`config.mk`:
```
export PLATFORM = sky130hd
export DESIGN_NAME = rwsp_csr
export DESIGN_NICKNAME = d
export VERILOG_FILES = /design/src/sv/rwsp_pkg.sv /design/src/sv/rwsp_csr.sv
export SDC_FILE = /design/constraint.sdc
export NUM_CORES = 1
export LEC_CHECK = 0
export BUFFER_PORTS_ARGS = -buffer_cell sky130_fd_sc_hd__clkbuf_2
export CAP_MARGIN = 25
export CORE_MARGIN = 4
export CORE_UTILIZATION = 40
export DETAILED_ROUTE_END_ITERATION = 7
export HOLD_SLACK_MARGIN = 0.1
export PLACE_DENSITY = 0.84
export SLEW_MARGIN = 40
export SYNTH_ARGS = -nofsm -noshare
export SYNTH_HDL_FRONTEND = slang
export SYNTH_SLANG_ARGS = --single-unit
```
`constraint.sdc`:
```
create_clock -name clock -period 1.1 [get_ports clock]
set_input_delay 0.165 -clock clock [delete_from_list [all_inputs] [get_ports clock]]
set_output_delay 0.165 -clock clock [all_outputs]
set_load 0.02 [all_outputs]
```
`src/sv/rwsp_pkg.sv`:
```
// Shared types, constants and helpers of the register write sequence player.
package rwsp_pkg;

   // Table size; the table depth is a power of two.
   localparam int TABLE_AW    = 12;
   localparam int TABLE_DEPTH = 1 << TABLE_AW;
   localparam int IDX_W       = 12;
   localparam int WORD_W      = 16;
   localparam int DELAY_W     = 8;
   localparam int FRAME_W     = 4;
   localparam int REG_ADDR_W  = 6;
   localparam int REG_DATA_W  = 8;

   // Longest run of chained writes on one tick.
   localparam int MAX_CHAIN   = 63;
   localparam int WRITES_W    = $clog2(MAX_CHAIN + 1);

   // Configuration port.
   localparam int CSR_AW      = 3;
   localparam int CSR_DW      = 32;
   localparam logic REG_LOOP_END   = 1'b0;
   localparam logic REG_LOOP_START = 1'b1;

   // Input opcodes and result kinds.
   localparam logic OP_LOAD    = 1'b0;
   localparam logic OP_TICK    = 1'b1;
   localparam logic KIND_WRITE = 1'b0;
   localparam logic KIND_END   = 1'b1;

   // Command word types held in the top two bits of a word.
   typedef enum logic [1:0] {
      WT_WRITE_WAIT1 = 2'd0,
      WT_WRITE_WAIT2 = 2'd1,
      WT_WAIT        = 2'd2,
      WT_CHAIN       = 2'd3
   } word_kind_type;

   typedef enum logic [3:0] {
      ST_IDLE = 4'b0001,
      ST_READ = 4'b0010,
      ST_EVAL = 4'b0100,
      ST_END  = 4'b1000
   } state_type;

   typedef struct packed {
      logic [IDX_W-1:0] loop_end;
      logic [IDX_W-1:0] loop_start;
   } loop_cfg_type;

   localparam int EXT_W = (TABLE_AW > IDX_W) ? TABLE_AW : IDX_W;

   // Maps a 12-bit index onto a table entry (index modulo the table depth).
   function automatic logic [TABLE_AW-1:0] table_addr(input logic [IDX_W-1:0] idx);
      logic [EXT_W-1:0] ext;
      ext = EXT_W'(idx);
      return ext[TABLE_AW-1:0];
   endfunction

endpackage

```
`src/sv/rwsp_csr.sv`:
```
// Configuration registers of the sequence player behind an APB-style port.
module rwsp_csr (
   input  logic                           clock,
   input  logic                           reset,
   input  logic                           psel,
   input  logic                           penable,
   input  logic                           pwrite,
   input  logic [rwsp_pkg::CSR_AW-1:0]    paddr,
   input  logic [rwsp_pkg::CSR_DW-1:0]    pwdata,
   output logic [rwsp_pkg::CSR_DW-1:0]    prdata,
   output logic                           pready,
   output rwsp_pkg::loop_cfg_type         loop_cfg
);

   logic [rwsp_pkg::IDX_W-1:0] loop_end_ff;
   logic [rwsp_pkg::IDX_W-1:0] loop_end_in;
   logic [rwsp_pkg::IDX_W-1:0] loop_start_ff;
   logic [rwsp_pkg::IDX_W-1:0] loop_start_in;
   logic                       wr_en;
   logic                       reg_sel;

   assign wr_en   = psel && penable && pwrite;
   assign reg_sel = paddr[2];

   always_comb begin
      loop_end_in   = loop_end_ff;
      loop_start_in = loop_start_ff;
      if (wr_en) begin
         case (reg_sel)
            rwsp_pkg::REG_LOOP_END:   loop_end_in   = pwdata[rwsp_pkg::IDX_W-1:0];
            rwsp_pkg::REG_LOOP_START: loop_start_in = pwdata[rwsp_pkg::IDX_W-1:0];
            default: ;
         endcase
      end
   end

   always_ff @(posedge clock) begin
      if (reset) begin
         loop_end_ff   <= '0;
         loop_start_ff <= '0;
      end else begin
         loop_end_ff   <= loop_end_in;
         loop_start_ff <= loop_start_in;
      end
   end

   always_comb begin
      case (reg_sel)
         rwsp_pkg::REG_LOOP_END:
            prdata = {{(rwsp_pkg::CSR_DW - rwsp_pkg::IDX_W){1'b0}}, loop_end_ff};
         rwsp_pkg::REG_LOOP_START:
            prdata = {{(rwsp_pkg::CSR_DW - rwsp_pkg::IDX_W){1'b0}}, loop_start_ff};
         default:
            prdata = '0;
      endcase
   end

   assign pready              = 1'b1;
   assign loop_cfg.loop_end   = loop_end_ff;
   assign loop_cfg.loop_start = loop_start_ff;

endmodule

```
* After elaboration in Yosys (flattened, before gate mapping)
Cells that the tools add are included.
Storage, ports and cells: register bits after elaboration 24, bits of input ports 40
Operators by class: mux-type cells 1, bitwise logic cells 1, reductions and logical operators 4
Operators with widths (number):
- $pmux W32 S2 | 1
- $reduce_and A2 Y1 | 2
- $logic_and A1 B1 Y1 | 2
- $not A1 Y1 | 1

* Depth between registers and ports, before layout
depth after elaboration 3, depth in mapped cells 4, depth with buffers taken out 2

* Worst setup path after synthesis
OpenSTA, ideal clock, no wires.
path kind input-to-output, start input port paddr[2] in the netlist's numbering, end output port prdata[0] in the netlist's numbering, data arrival time 0.810 ns, required time 0.935 ns, slack 0.125 ns, stages 3, path buffers 2, cells stage by stage buf_6 -> buf_4 -> mux2_2
On the way: word-level cells in the longest chain between the ends 2
Ends and longest elaborated chain:
- start: declaration | RTL line rwsp_csr.sv:8 | input logic [rwsp_pkg::CSR_AW-1:0] paddr,
- $not A1 Y1 (no line)
- $pmux W32 S2 * | RTL line rwsp_csr.sv:48 | case (reg_sel)
- end: declaration | RTL line rwsp_csr.sv:10 | output logic [rwsp_pkg::CSR_DW-1:0] prdata,
Every way passes the cells marked *; elsewhere a longest branch is shown, timed or not. The select of a mux whose other input is x is not followed.

* Worst setup path in the final report
start register loop_start_ff[0] in the netlist's numbering, end output port prdata[0] in the netlist's numbering
On the way: word-level cells in the longest chain between the ends 1
Ends and longest elaborated chain:
- start: declaration | RTL line rwsp_csr.sv:17 | logic [rwsp_pkg::IDX_W-1:0] loop_start_ff;
- start signal: assignment | RTL line rwsp_csr.sv:43 | loop_start_ff <= loop_start_in;
- $pmux W32 S2 | RTL line rwsp_csr.sv:48
No other way between the ends. The select of a mux whose other input is x is not followed.

==> key figures <==
Job
  – MaxCap Viol Count: 0

Critical path
  – Critical Path Max Stage Delay: 0.35 ns
  – Data required, critical path: 0.94 ns
  – Type of the setup path with the least slack: reg2out
  – Crit. End Element: output port
  – Chain of cells forming the critical path: mux2_2 -> buf_8
  – Arrival @ worst endpoint: 1.09 ns
  – RR Startpoint: loop_end_ff[10]
  – Buffers & Inverters on Critical Path: 1
  – Register-to-register setup slack: 0.30 ns
  – Crit-path leading delay family: flip-flops
  – Reg2Reg Capture Point: loop_end_ff[10]
  – Path depth of the worst reg2reg path: 4
  – Max Fanout on Critical Path: 2
  – Cell with the largest stage delay on the worst path: sky130_fd_sc_hd__dfxtp_2
  – CP Launch Type: flip-flop

Floorplan
  – Die outline area: 4370 um^2
  – Top-level I/O count: 97
  – Vertical die dimension: 66.1 um
  – Horizontal die dimension: 66.1 um
  – Number of cell rows: 20
  – CORE AREA: 3130 um^2
  – Effective utilization at floorplan: 43.2%

Clock network
  – Clock tree sinks: 24
  – CTS max path bufs: 2
  – Htree depth: 1
  – CTS tree: built
  – Root buf cell: sky130_fd_sc_hd__clkbuf_4
  – Source-to-sink clock delay at the later pin of the worst-skew pair: 0.30 ns
  – Register clock-pin slew on the reported worst setup and hold paths: 0.13 ns
  – Number of buffers created by CTS: 3

Route
  – Vias per cell: 4.49
  – Total detailed-routing wirelength: 3720 um
  – Vias: 1150
  – Remaining routing DRC violations: 0
  – Final antenna-violating net count: 0
  – Initial drt markers: 83
  – Routed wire per std cell: 14.5 um
  – Drt first pass iters: 4

Power
  – Worst voltage drop across the vdd grid: 0.490 mV
  – Power density over the cells: 878 nW/um^2
  – Leakage component of the power: 0.00111 uW
  – PnR Total Power: 1960 uW

Timing
  – Setup_tns: -1.76 ns
  – Worst Hold Margin: 0.112 ns
  – Highest clock frequency the design can meet: 797 MHz
  – Final worst clock skew: 0 ns
  – Time the final worst path needs with I/O delays and setup: 1.26 ns
  – Finish-stage setup viols: 13
  – Max-slew violation count: 0
  – RSZ-0062 raised after global routing: yes
  – Fraction of the cycle the final worst path needs: 114%
  – Final number of hold-violating endpoints: 0
  – Worst Setup Slack, final: -0.155 ns

Synth
  – Leading post-synthesis cells by cell area: sky130_fd_sc_hd__dfxtp_1, sky130_fd_sc_hd__mux2i_1, sky130_fd_sc_hd__nand2b_1
  – Share of synthesized area occupied by flip-flops and latches: 35.6%
  – Most area-hungry cell type in the Yosys netlist: sky130_fd_sc_hd__dfxtp_1
  – Cell variety after synth: 12
  – Cell Area, Synth: 1350 um^2
  – Cell count after synthesis: 130
  – Number of register bits inferred by synthesis: 24
  – Average size of a mapped cell: 10.4 um^2
  – Number of synthesis warnings: 0
  – Area share of the leading cell type in the synthesized netlist: 35.6%

GRT
  – Antenna violations before repair: 0
  – Remaining Overflow, GRT: 0
  – Pin count of the biggest net entering global routing: 37
  – Global-route total usage across every layer: 14.7%
  – Global-route wire length before repair: 4950 um
  – Via count of the first global-routing pass: 1063

Outcome
  – Run status: finished with violations
  – Violations in the final reports: setup timing

Worst hold path
  – Hold path startpoint: pwdata[11]
  – End point of the worst hold path: loop_start_ff[11]
  – Depth of the worst hold-timing path: 3
  – Worst hold path class: in2reg

Cells and area
  – Util after Layout: 71.4%
  – Most used cells in the layout excluding fill and tap cells: sky130_fd_sc_hd__buf_6, sky130_fd_sc_hd__nand2b_1, sky130_fd_sc_hd__mux2i_1
  – Final net count: 253
  – Count of filler cells inserted in the layout: 209
  – Ant. Diodes: 0
  – Synthesis-to-finish area growth: 65.3%
  – Share of layout cells above drive strength 1: 57.5%
  – Commonest non-fill, non-tap cell in the layout: sky130_fd_sc_hd__buf_6
  – Area taken by multi-input logic gates: 757 um^2
  – Sequential cell area: 509 um^2

Place
  – Weighted congestion at the end of routability-driven global placement: 0.637
  – PortBufs: 53
  – Pre-CTS setup slack: -0.0235 ns
  – Total half-perimeter wirelength after legalization and detailed placement: 2040 um
[kinds of logic after synthesis]
logic type | Yosys count | synth area share, %
AND/OR/NAND/NOR | 40 | 20.8
multiplexers | 36 | 27.8
buffers and inverters | 28 | 15.3
flip-flops | 24 | 35.6
other | 2 | 0.556
[cell type report]
cell class | instances | area share [%]
repair buffers | 87 | 38.5
multi-input cells | 97 | 33.9
flip-flops and latches | 24 | 22.8
well taps | 44 | 2.47
clock inverters | 1 | 1.35
clock buffers | 3 | 1.01
[synth_stat cells, drive strengths merged]
cell	instances
buf	25
and4	1
and4b	1
clkbuf	3
mux2i	24
nand4	1
nand4b	1
mux2	12
dfxtp	24
nand2b	36
conb	2
[per-stage QoR]
step                cells  area (um^2)
detailed placement    223         1590
finish                256         2230
global route          256         2230
floorplan             149         1420
CTS                   254         1980
global placement      223         1590
[metal layers]
metal	GRT usage [%]	part of all wire (%)	up-vias
met5	0	0	-
met4	3.81	0.32	0
met3	2.21	6.2	2
met2	28.1	55	52
met1	16.6	38	539
li1	-	-	557
[what timing repair did]
| action | CTS | global route |
|---|---|---|
| setup endpoints to repair | 12 | 34 |
| endpoints found under the hold margin | 9 | 2 |
| resized for setup | 46 | 100 |
| hold buffers | 5 | 1 |
| setup buffers | 22 | 3 |
[flip-flops by register name (all words and copies together), names as in the netlist]
signal / count
loop_end_ff: 12
loop_start_ff: 12
[worst max path at each step]
stage,to,depth (start not counted),slack (ns),startpoint
6_report,prdata[0],2,-0.16,loop_start_ff[0]
5_1_grt,prdata[2],2,-0.20,loop_start_ff[2]
4_1_cts,prdata[4],2,-0.15,loop_end_ff[4]
3_5_place_dp,loop_end_ff[3],5,-0.02,paddr[2]
3_3_place_gp,loop_end_ff[0],5,-0.002,paddr[2]
2_1_floorplan,prdata[0],3,0.12,paddr[2]
[report_power, final]
part | internal, uW | switching [uW] | total [uW]
clock | 368 | 271 | 639
sequential | 891 | 13.7 | 905
combinational | 198 | 217 | 415
total | 1460 | 502 | 1960
[worst min-delay path, stage by stage]
cell	delay (ns)
sky130_fd_sc_hd__clkbuf_2	0.08
sky130_fd_sc_hd__nand2b_1	0.08
sky130_fd_sc_hd__mux2i_1	0.07
(Power assumes the default switching activity.)
